<file path="src/hw/rtl/sibs_pkg.sv">
// Shared types and constants for the sorted index binary search block.
package sibs_pkg;

  localparam int unsigned TABLE_DEPTH_DEF = 1024;

  localparam int unsigned SIZE_W = 11;
  localparam int unsigned SLOT_W = 10;
  localparam int unsigned KEY_W  = 32;
  localparam int unsigned OFFS_W = 32;
  localparam int unsigned POS_W  = 11;

  localparam logic CMD_LOAD   = 1'b0;
  localparam logic CMD_LOOKUP = 1'b1;

  typedef struct packed {
    logic                    cmd;
    logic [SLOT_W-1:0]       slot;
    logic signed [KEY_W-1:0] search_key;
    logic [OFFS_W-1:0]       entry_offset;
  } in_word_t;

  typedef struct packed {
    logic              found;
    logic [POS_W-1:0]  position;
    logic [OFFS_W-1:0] match_offset;
  } out_word_t;

endpackage

</file>
<file path="src/hw/rtl/sibs_ctrl.sv">
// Search sequencer: slot loads, end checks and one memory probe per cycle.
module sibs_ctrl import sibs_pkg::*; #(
  parameter int unsigned TABLE_DEPTH = TABLE_DEPTH_DEF,
  parameter int unsigned AW          = $clog2(TABLE_DEPTH),
  parameter int unsigned SW          = $clog2(TABLE_DEPTH + 1)
) (
  input  logic              clk,
  input  logic              rst_n,
  input  logic              in_valid,
  output logic              in_ready,
  input  in_word_t          in_word,
  input  logic [SIZE_W-1:0] table_size,
  output logic              res_valid,
  input  logic              res_ready,
  output out_word_t         res_word,
  output logic              wr_en,
  output logic [AW-1:0]     wr_addr,
  output logic [KEY_W-1:0]  wr_key,
  output logic [OFFS_W-1:0] wr_offs,
  output logic              rd_en,
  output logic [AW-1:0]     rd_addr,
  input  logic [KEY_W-1:0]  rd_key,
  input  logic [OFFS_W-1:0] rd_offs
);

  typedef enum logic [2:0] {S_IDLE, S_FIRST, S_LAST, S_PROBE, S_DONE} state_t;

  state_t                  state_r, state_nxt;
  logic signed [KEY_W-1:0] key_r, key_nxt;
  logic [SW-1:0]           lo_r, lo_nxt;
  logic [SW-1:0]           hi_r, hi_nxt;
  logic [SW-1:0]           mid_r, mid_nxt;
  logic [AW-1:0]           last_r, last_nxt;
  out_word_t               res_r, res_nxt;

  logic          accept;
  logic [SW-1:0] size_c;
  logic          probe_lt;
  logic          probe_gt;
  logic [SW-1:0] nlo, nhi;
  logic [SW-1:0] mid_first, mid_next;

  assign in_ready  = (state_r == S_IDLE);
  assign accept    = in_valid && in_ready;
  assign res_valid = (state_r == S_DONE);
  assign res_word  = res_r;

  assign size_c = (32'(table_size) > 32'(TABLE_DEPTH)) ? SW'(TABLE_DEPTH) : SW'(table_size);

  assign probe_lt  = $signed(rd_key) < key_r;
  assign probe_gt  = $signed(rd_key) > key_r;
  assign nlo       = probe_lt ? (mid_r + SW'(1)) : lo_r;
  assign nhi       = probe_lt ? hi_r : mid_r;
  // hi is exclusive: mid = lo + (hi - 1 - lo) / 2
  assign mid_first = lo_r + ((hi_r - lo_r - SW'(1)) >> 1);
  assign mid_next  = nlo + ((nhi - nlo - SW'(1)) >> 1);

  assign wr_addr = AW'(in_word.slot);
  assign wr_key  = in_word.search_key;
  assign wr_offs = in_word.entry_offset;

  always_comb begin
    state_nxt = state_r;
    key_nxt   = key_r;
    lo_nxt    = lo_r;
    hi_nxt    = hi_r;
    mid_nxt   = mid_r;
    last_nxt  = last_r;
    res_nxt   = res_r;
    wr_en     = 1'b0;
    rd_en     = 1'b0;
    rd_addr   = '0;
    unique case (state_r)
      S_IDLE: begin
        if (accept) begin
          if (in_word.cmd == CMD_LOAD) begin
            wr_en = 32'(in_word.slot) < 32'(TABLE_DEPTH);
          end else begin
            key_nxt  = in_word.search_key;
            lo_nxt   = '0;
            hi_nxt   = size_c;
            last_nxt = AW'(size_c - SW'(1));
            if (size_c == '0) begin
              res_nxt   = '0;
              state_nxt = S_DONE;
            end else begin
              rd_en     = 1'b1;
              rd_addr   = '0;
              state_nxt = S_FIRST;
            end
          end
        end
      end
      S_FIRST: begin
        if (probe_gt) begin
          res_nxt   = '0;
          state_nxt = S_DONE;
        end else begin
          rd_en     = 1'b1;
          rd_addr   = last_r;
          state_nxt = S_LAST;
        end
      end
      S_LAST: begin
        if (probe_lt) begin
          res_nxt.found        = 1'b0;
          res_nxt.position     = POS_W'(hi_r);
          res_nxt.match_offset = '0;
          state_nxt            = S_DONE;
        end else begin
          rd_en     = 1'b1;
          rd_addr   = AW'(mid_first);
          mid_nxt   = mid_first;
          state_nxt = S_PROBE;
        end
      end
      S_PROBE: begin
        if (!probe_lt && !probe_gt) begin
          res_nxt.found        = 1'b1;
          res_nxt.position     = POS_W'(mid_r);
          res_nxt.match_offset = rd_offs;
          state_nxt            = S_DONE;
        end else begin
          lo_nxt = nlo;
          hi_nxt = nhi;
          if (nlo < nhi) begin
            rd_en   = 1'b1;
            rd_addr = AW'(mid_next);
            mid_nxt = mid_next;
          end else begin
            res_nxt.found        = 1'b0;
            res_nxt.position     = POS_W'(nlo);
            res_nxt.match_offset = '0;
            state_nxt            = S_DONE;
          end
        end
      end
      S_DONE: begin
        if (res_ready) begin
          state_nxt = S_IDLE;
        end
      end
      default: state_nxt = S_IDLE;
    endcase
  end

  always_ff @(posedge clk) begin
    if (!rst_n) begin
      state_r <= S_IDLE;
    end else begin
      state_r <= state_nxt;
    end
    key_r  <= key_nxt;
    lo_r   <= lo_nxt;
    hi_r   <= hi_nxt;
    mid_r  <= mid_nxt;
    last_r <= last_nxt;
    res_r  <= res_nxt;
  end

endmodule

</file>
<file path="config.mk">
export PLATFORM = sky130hd
export DESIGN_NAME = sibs_ctrl
export DESIGN_NICKNAME = d
export VERILOG_FILES = /design/src/hw/rtl/sibs_pkg.sv /design/src/hw/rtl/sibs_ctrl.sv
export SDC_FILE = /design/constraint.sdc
export NUM_CORES = 1
export LEC_CHECK = 0
export ABC_AREA = 1
export BUFFER_PORTS_ARGS = -buffer_cell sky130_fd_sc_hd__buf_2
export CAP_MARGIN = 10
export CORE_ASPECT_RATIO = 1.4
export CORE_MARGIN = 2
export CORE_UTILIZATION = 41
export CTS_CLUSTER_SIZE = 10
export DETAILED_ROUTE_END_ITERATION = 8
export PLACE_DENSITY = 0.67
export SKIP_CTS_REPAIR_TIMING = 1
export SLEW_MARGIN = 20
export SYNTH_ARGS = -nofsm -noshare
export SYNTH_HDL_FRONTEND = slang
export SYNTH_SLANG_ARGS = --single-unit
</file>
<file path="constraint.sdc">
create_clock -name clk -period 6.1 [get_ports clk]
set_input_delay 0.61 -clock clk [delete_from_list [all_inputs] [get_ports clk]]
set_output_delay 0.61 -clock clk [all_outputs]
set_load 0.02 [all_outputs]
</file>
# Word level (Yosys, flattened, before mapping)
# Index checks and enable logic that the tools add are counted.
# word_totals
wordCells	97
regBits	122
# classes
n_lt_le_gt_ge	4
n_addsub	8
n_eq_ne	14
reduce_logical	14
mux	48
# op_table
cell	n
$mux W44	7
$pmux W44 S4	1
$mux W11	12
$pmux W11 S2	3
$mux W10	4
$gt A32 B32 Y1	1
$lt A32 B32 Y1	1
$pmux W10 S3	1
$mux W3	8
$add A11 B10 Y11	2
$sub A11 B1 Y11 const B	2
$sub A11 B11 Y11	2
$pmux W3 S5	1
$reduce_and A4 Y1	3
$add A11 B1 Y11 const B	1
$gt A11 B11 Y1 const B	1
$logic_not A11 Y1	1
$lt A11 B11 Y1	1
$mux W1	10
$ne A2 B2 Y1 const B	5
$sub A10 B1 Y10 const B	1
$ne A2 B1 Y1 const B	4
$reduce_and A7 Y1	1
$eq A3 B2 Y1 const B	2
other kinds (10)	13

# Longest topological paths before layout
# logic_depth
word_depth	8
ltp_mapped	40
ltp_nobuf	40

# Worst setup path before layout
# No wires, ideal clock.
# synth_timing
path_kind	input port to output port
start	input port rd_key[31]
end	output port rd_addr[8]
path_slack_ns	0.843
required_time_ns	5.490
n_path_buf	2
path_stages	30
arrival_time_ns	4.647
path_cell_list	ha_1 a21oi_1 o21a_1 nand2_1 a21oi_2 nand3_1 nand2_4 buf_8 clkbuf_1 nand3b_1 o21ai_0 inv_1 ha_1 nand2_1 inv_1 nand2_1 nand2_1 nand3_1 nand2_1 nand3_1 nand2_1 xor2_1 ha_1 nand2_1 inv_1 a221oi_1 nand2_1 or2_1 nand3_1 nand3_1
# synth_via
elab_chain_cells	8
elab_cells_between_ends	16
cone_classes	3 x add/sub; 3 x order compare; 7 x mux; 3 x reduce/logical
# synth_lines
item	line_no	text
from (decl)	sibs_ctrl.sv:22	input logic [KEY_W-1:0] rd_key,
$lt A32 B32 Y1 (*)	sibs_ctrl.sv:50	assign probe_lt = $signed(rd_key) < key_r;
$mux W11 (*)	sibs_ctrl.sv:52	assign nlo = probe_lt ? (mid_r + SW'(1)) : lo_r;
named net nlo[2]	sibs_ctrl.sv:40	logic [SW-1:0] nlo, nhi;
$sub A11 B11 Y11	sibs_ctrl.sv:56	assign mid_next = nlo + ((nhi - nlo - SW'(1)) >> 1);
$sub A11 B1 Y11	sibs_ctrl.sv:56	
$add A11 B10 Y11	sibs_ctrl.sv:56	
$mux W10 (*)	sibs_ctrl.sv:126	if (nlo < nhi) begin
$mux W10 (*)	sibs_ctrl.sv:118	if (!probe_lt && !probe_gt) begin
$pmux W10 S3 (*)	sibs_ctrl.sv:73	unique case (state_r)
to (decl)	sibs_ctrl.sv:21	output logic [AW-1:0] rd_addr,
# The timed path passes the listed nets; every way through them passes the cells marked *.

# Final worst setup path
# layout_timing
start	register key_r[31]
end	output port rd_addr[8]
# layout_via
elab_chain_cells	8
elab_cells_between_ends	16
cone_classes	3 x add/sub; 3 x order compare; 7 x mux; 3 x reduce/logical
# layout_lines
item	line_no	text
from (decl)	sibs_ctrl.sv:29	logic signed [KEY_W-1:0] key_r, key_nxt;
from (signal assigned)	sibs_ctrl.sv:153	key_r <= key_nxt;
$lt A32 B32 Y1 (*)	sibs_ctrl.sv:50	
$mux W11 (*)	sibs_ctrl.sv:52	
named net nlo[3]	sibs_ctrl.sv:40	
$sub A11 B11 Y11	sibs_ctrl.sv:56	
$sub A11 B1 Y11	sibs_ctrl.sv:56	
$add A11 B10 Y11	sibs_ctrl.sv:56	
$mux W10 (*)	sibs_ctrl.sv:126	
$mux W10 (*)	sibs_ctrl.sv:118	
$pmux W10 S3 (*)	sibs_ctrl.sv:73	
# Marks and branches as above.

==> results.ini <==
[sta]
period_needed_ns = 5.70
tns_ns = 0
finalMaxSlewViolations = 0
slew_headroom_pct = 40.9
setup_viol = 0
worst_pin_slew_ns = 0.885
hold_viol = 0
period_share_pct = 93.4
max_freq_mhz = 176
clock_skew_ns = 0.0131
rsz0062_at_grt = false
hold_slack_ns = 0.367

[min_path]
hp-class = primary input to flop

[critical_path]
crit_fanout = 14
cp-end-kind = primary output
crit_arrival_ns = 5.09
critPathMaxStageDelay_ns = 0.38
cpMostUsedCell = nand2_1
startpoint_type = flop
required_ns = 5.49
worstSetupPathType = flop to primary output
worst_path_max_delay_cell = ha_2

[synth]
synth-async-reset-ratio_pct = 0
ys_seq_elements = 122
synth_warnings = 0
synthTopCellsByCount = 190 x nand2_1, 186 x inv_1, 119 x edfxtp_1, 83 x nor2_1, 79 x ha_1
avgSynthCellArea_um2 = 8.51
synth_most_common_cell = nand2_1
ys_top_cells_by_area = edfxtp_1 41%, ha_1 11%, nand2_1 8.1%
yosysTopAreaCell = edfxtp_1
syn_nets = 1266
yosysUniqueCellTypes = 48
synthFlopType = edfxtp_1
synth_edf_count = 119
synth_top_area_share_pct = 40.8
yosysSeqAreaShare_pct = 41.4
synthCells = 1030
synth_area_um2 = 8770

[power_and_ir_drop]
p_seq_share_pct = 26.0
total_power_mw = 4.69
clockPowerShare_pct = 20.7
p_per_area_nw_per_um2 = 456
switchingPower_mw = 2.08
peakVddDrop_uv = 204
switching_share_pct = 44.3
p_leak_nw = 5.07
p_comb_share_pct = 53.3
power.internal_mw = 2.61

[final_layout]
final_cells = 1450
drive_above_1_share_pct = 23.6
area_delta_synth_final_pct = 17.1
num_antenna_cells = 0
nets = 1413
final_cell_area_um2 = 10300

[global_routing]
antenna_found_initial = 0
grt_max_degree = 46
grt_pass1_vias = 7024
grt_use_total_pct = 19.4
gr-total-overflow = 0
grt_pass1_wl_um = 33700

[detailed_routing]
ant_nets = 0
route.detailed.drc = 0
drt_iter0_markers = 275
num_vias = 7180
routed_via_density = 4.95
wl_per_cell_um = 15.0
first_pass_iters = 6
finalWirelength_um = 21700

[place]
dp_cells = 1413
post_dp_cell_area_um2 = 9580
dp_hpwl_um = 17000
routabilityCongestion = 0.920
port_buffers = 201

[cts]
clk_latency_ns = 0.43
cts_root_buf = clkbuf_16
cts_made_buffers = 17
clkTransAtPathRegs_ns = 0.06
cts_max_level = 4
clock_sinks = 122
clockBufferDepth = 2
cts_tree = yes

[die]
die_area_um2 = 22600
num_rows = 63
core_um2 = 21100
initial_core_util_pct = 41.5
die_x_um = 128
design.portCount = 286
die_h_um = 177

[status]
status = finished clean

[run]
maxCapViolations = 0

## cells in the final DEF, fill, tap and decap left out, drive strengths merged, types with 12 or more instances in the layout
cell	n
inv	187
nand3	51
ha	79
buf	215
nor2	87
edfxtp	119
nand2	197
o21ai	60
xor2	33
nor3	13
clkbuf	18
a21oi	44
clkinv	12
## worst max-delay path, delay by kind of cell (launching register included)
kind                       cells  cell delay [ns]
AOI/OAI and AO/OA              3             0.45
adders and majority gates      3             1.12
and+or+nand+nor               19             2.08
xor gates and xnor gates       1             0.15
DFF                            1             0.31
buffers and inverters          6             0.56
## cells by family after synthesis
logic type | count (synthesis) | synth area share, %
buffers and inverters | 279 | 15.3
AOI/OAI and AO/OA | 138 | 9.26
xor gates and xnor gates | 42 | 4.20
DFF | 122 | 41.4
and+or+nand+nor | 367 | 17.9
adders and majority gates | 82 | 12.0
## path summary, 6_finish.rpt
kind	start	to	slack (ns)	cells after the start
max	key_r[31]$_DFFE_PP_	rd_addr[8]	0.40	32
min reg2reg	hi_r[9]$_DFFE_PP_	res_word[41]$_DFFE_PP_	0.63	2
min	in_word[34]	key_r[2]$_DFFE_PP_	0.37	1
max reg2reg	key_r[31]$_DFFE_PP_	mid_r[10]$_DFFE_PP_	1.28	33
## sequential cells by signal, summed over array words and instances (netlist names)
signal	flops
state_r	3
last_r	10
mid_r	11
lo_r	11
res_word	44
hi_r	11
key_r	32
## stage by stage
| stage | utilization (%) | setup slack [ns] |
|---|---|---|
| finish | 48.6 | 0.403 |
| global route | 48.6 | 0.0631 |
| CTS | 48.0 | 0.219 |
| detailed placement | 45.3 | 0.358 |
| global placement | 45.3 | 0.447 |
| floorplan | - | 0.843 |
## power by group through the flow
stage	logic, mW	clock network (mW)	registers, mW
global placement	2.36	0	1.23
detailed placement	2.38	0	1.24
CTS	2.39	0.993	1.22
finish	2.50	0.971	1.22
global route	2.81	1.03	1.24
floorplan	1.68	0	1.33
## layer usage
| metal | wire [µm] | vias up | global-route usage (%) | part of all wire [%] |
|---|---|---|---|---|
| met3 | 1260 | 59 | 4.38 | 5.8 |
| met1 | 8350 | 3272 | 20.8 | 38 |
| met5 | 0 | - | 0 | 0 |
| met2 | 11200 | 254 | 35.2 | 52 |
| li1 | - | 3595 | - | - |
| met4 | 865 | 0 | 10.7 | 4.0 |
## final cells by class
type                       instances  area, µm²
fill                            2048      10900
multi-input combinational        630       3920
sequential                       122       3630
timing repair buffer             215       1110
inverter                         191        717
clock buffer                      18        429
tap                              260        325
clock inverter                    14        131
Power figures use the tool's default switching activity.
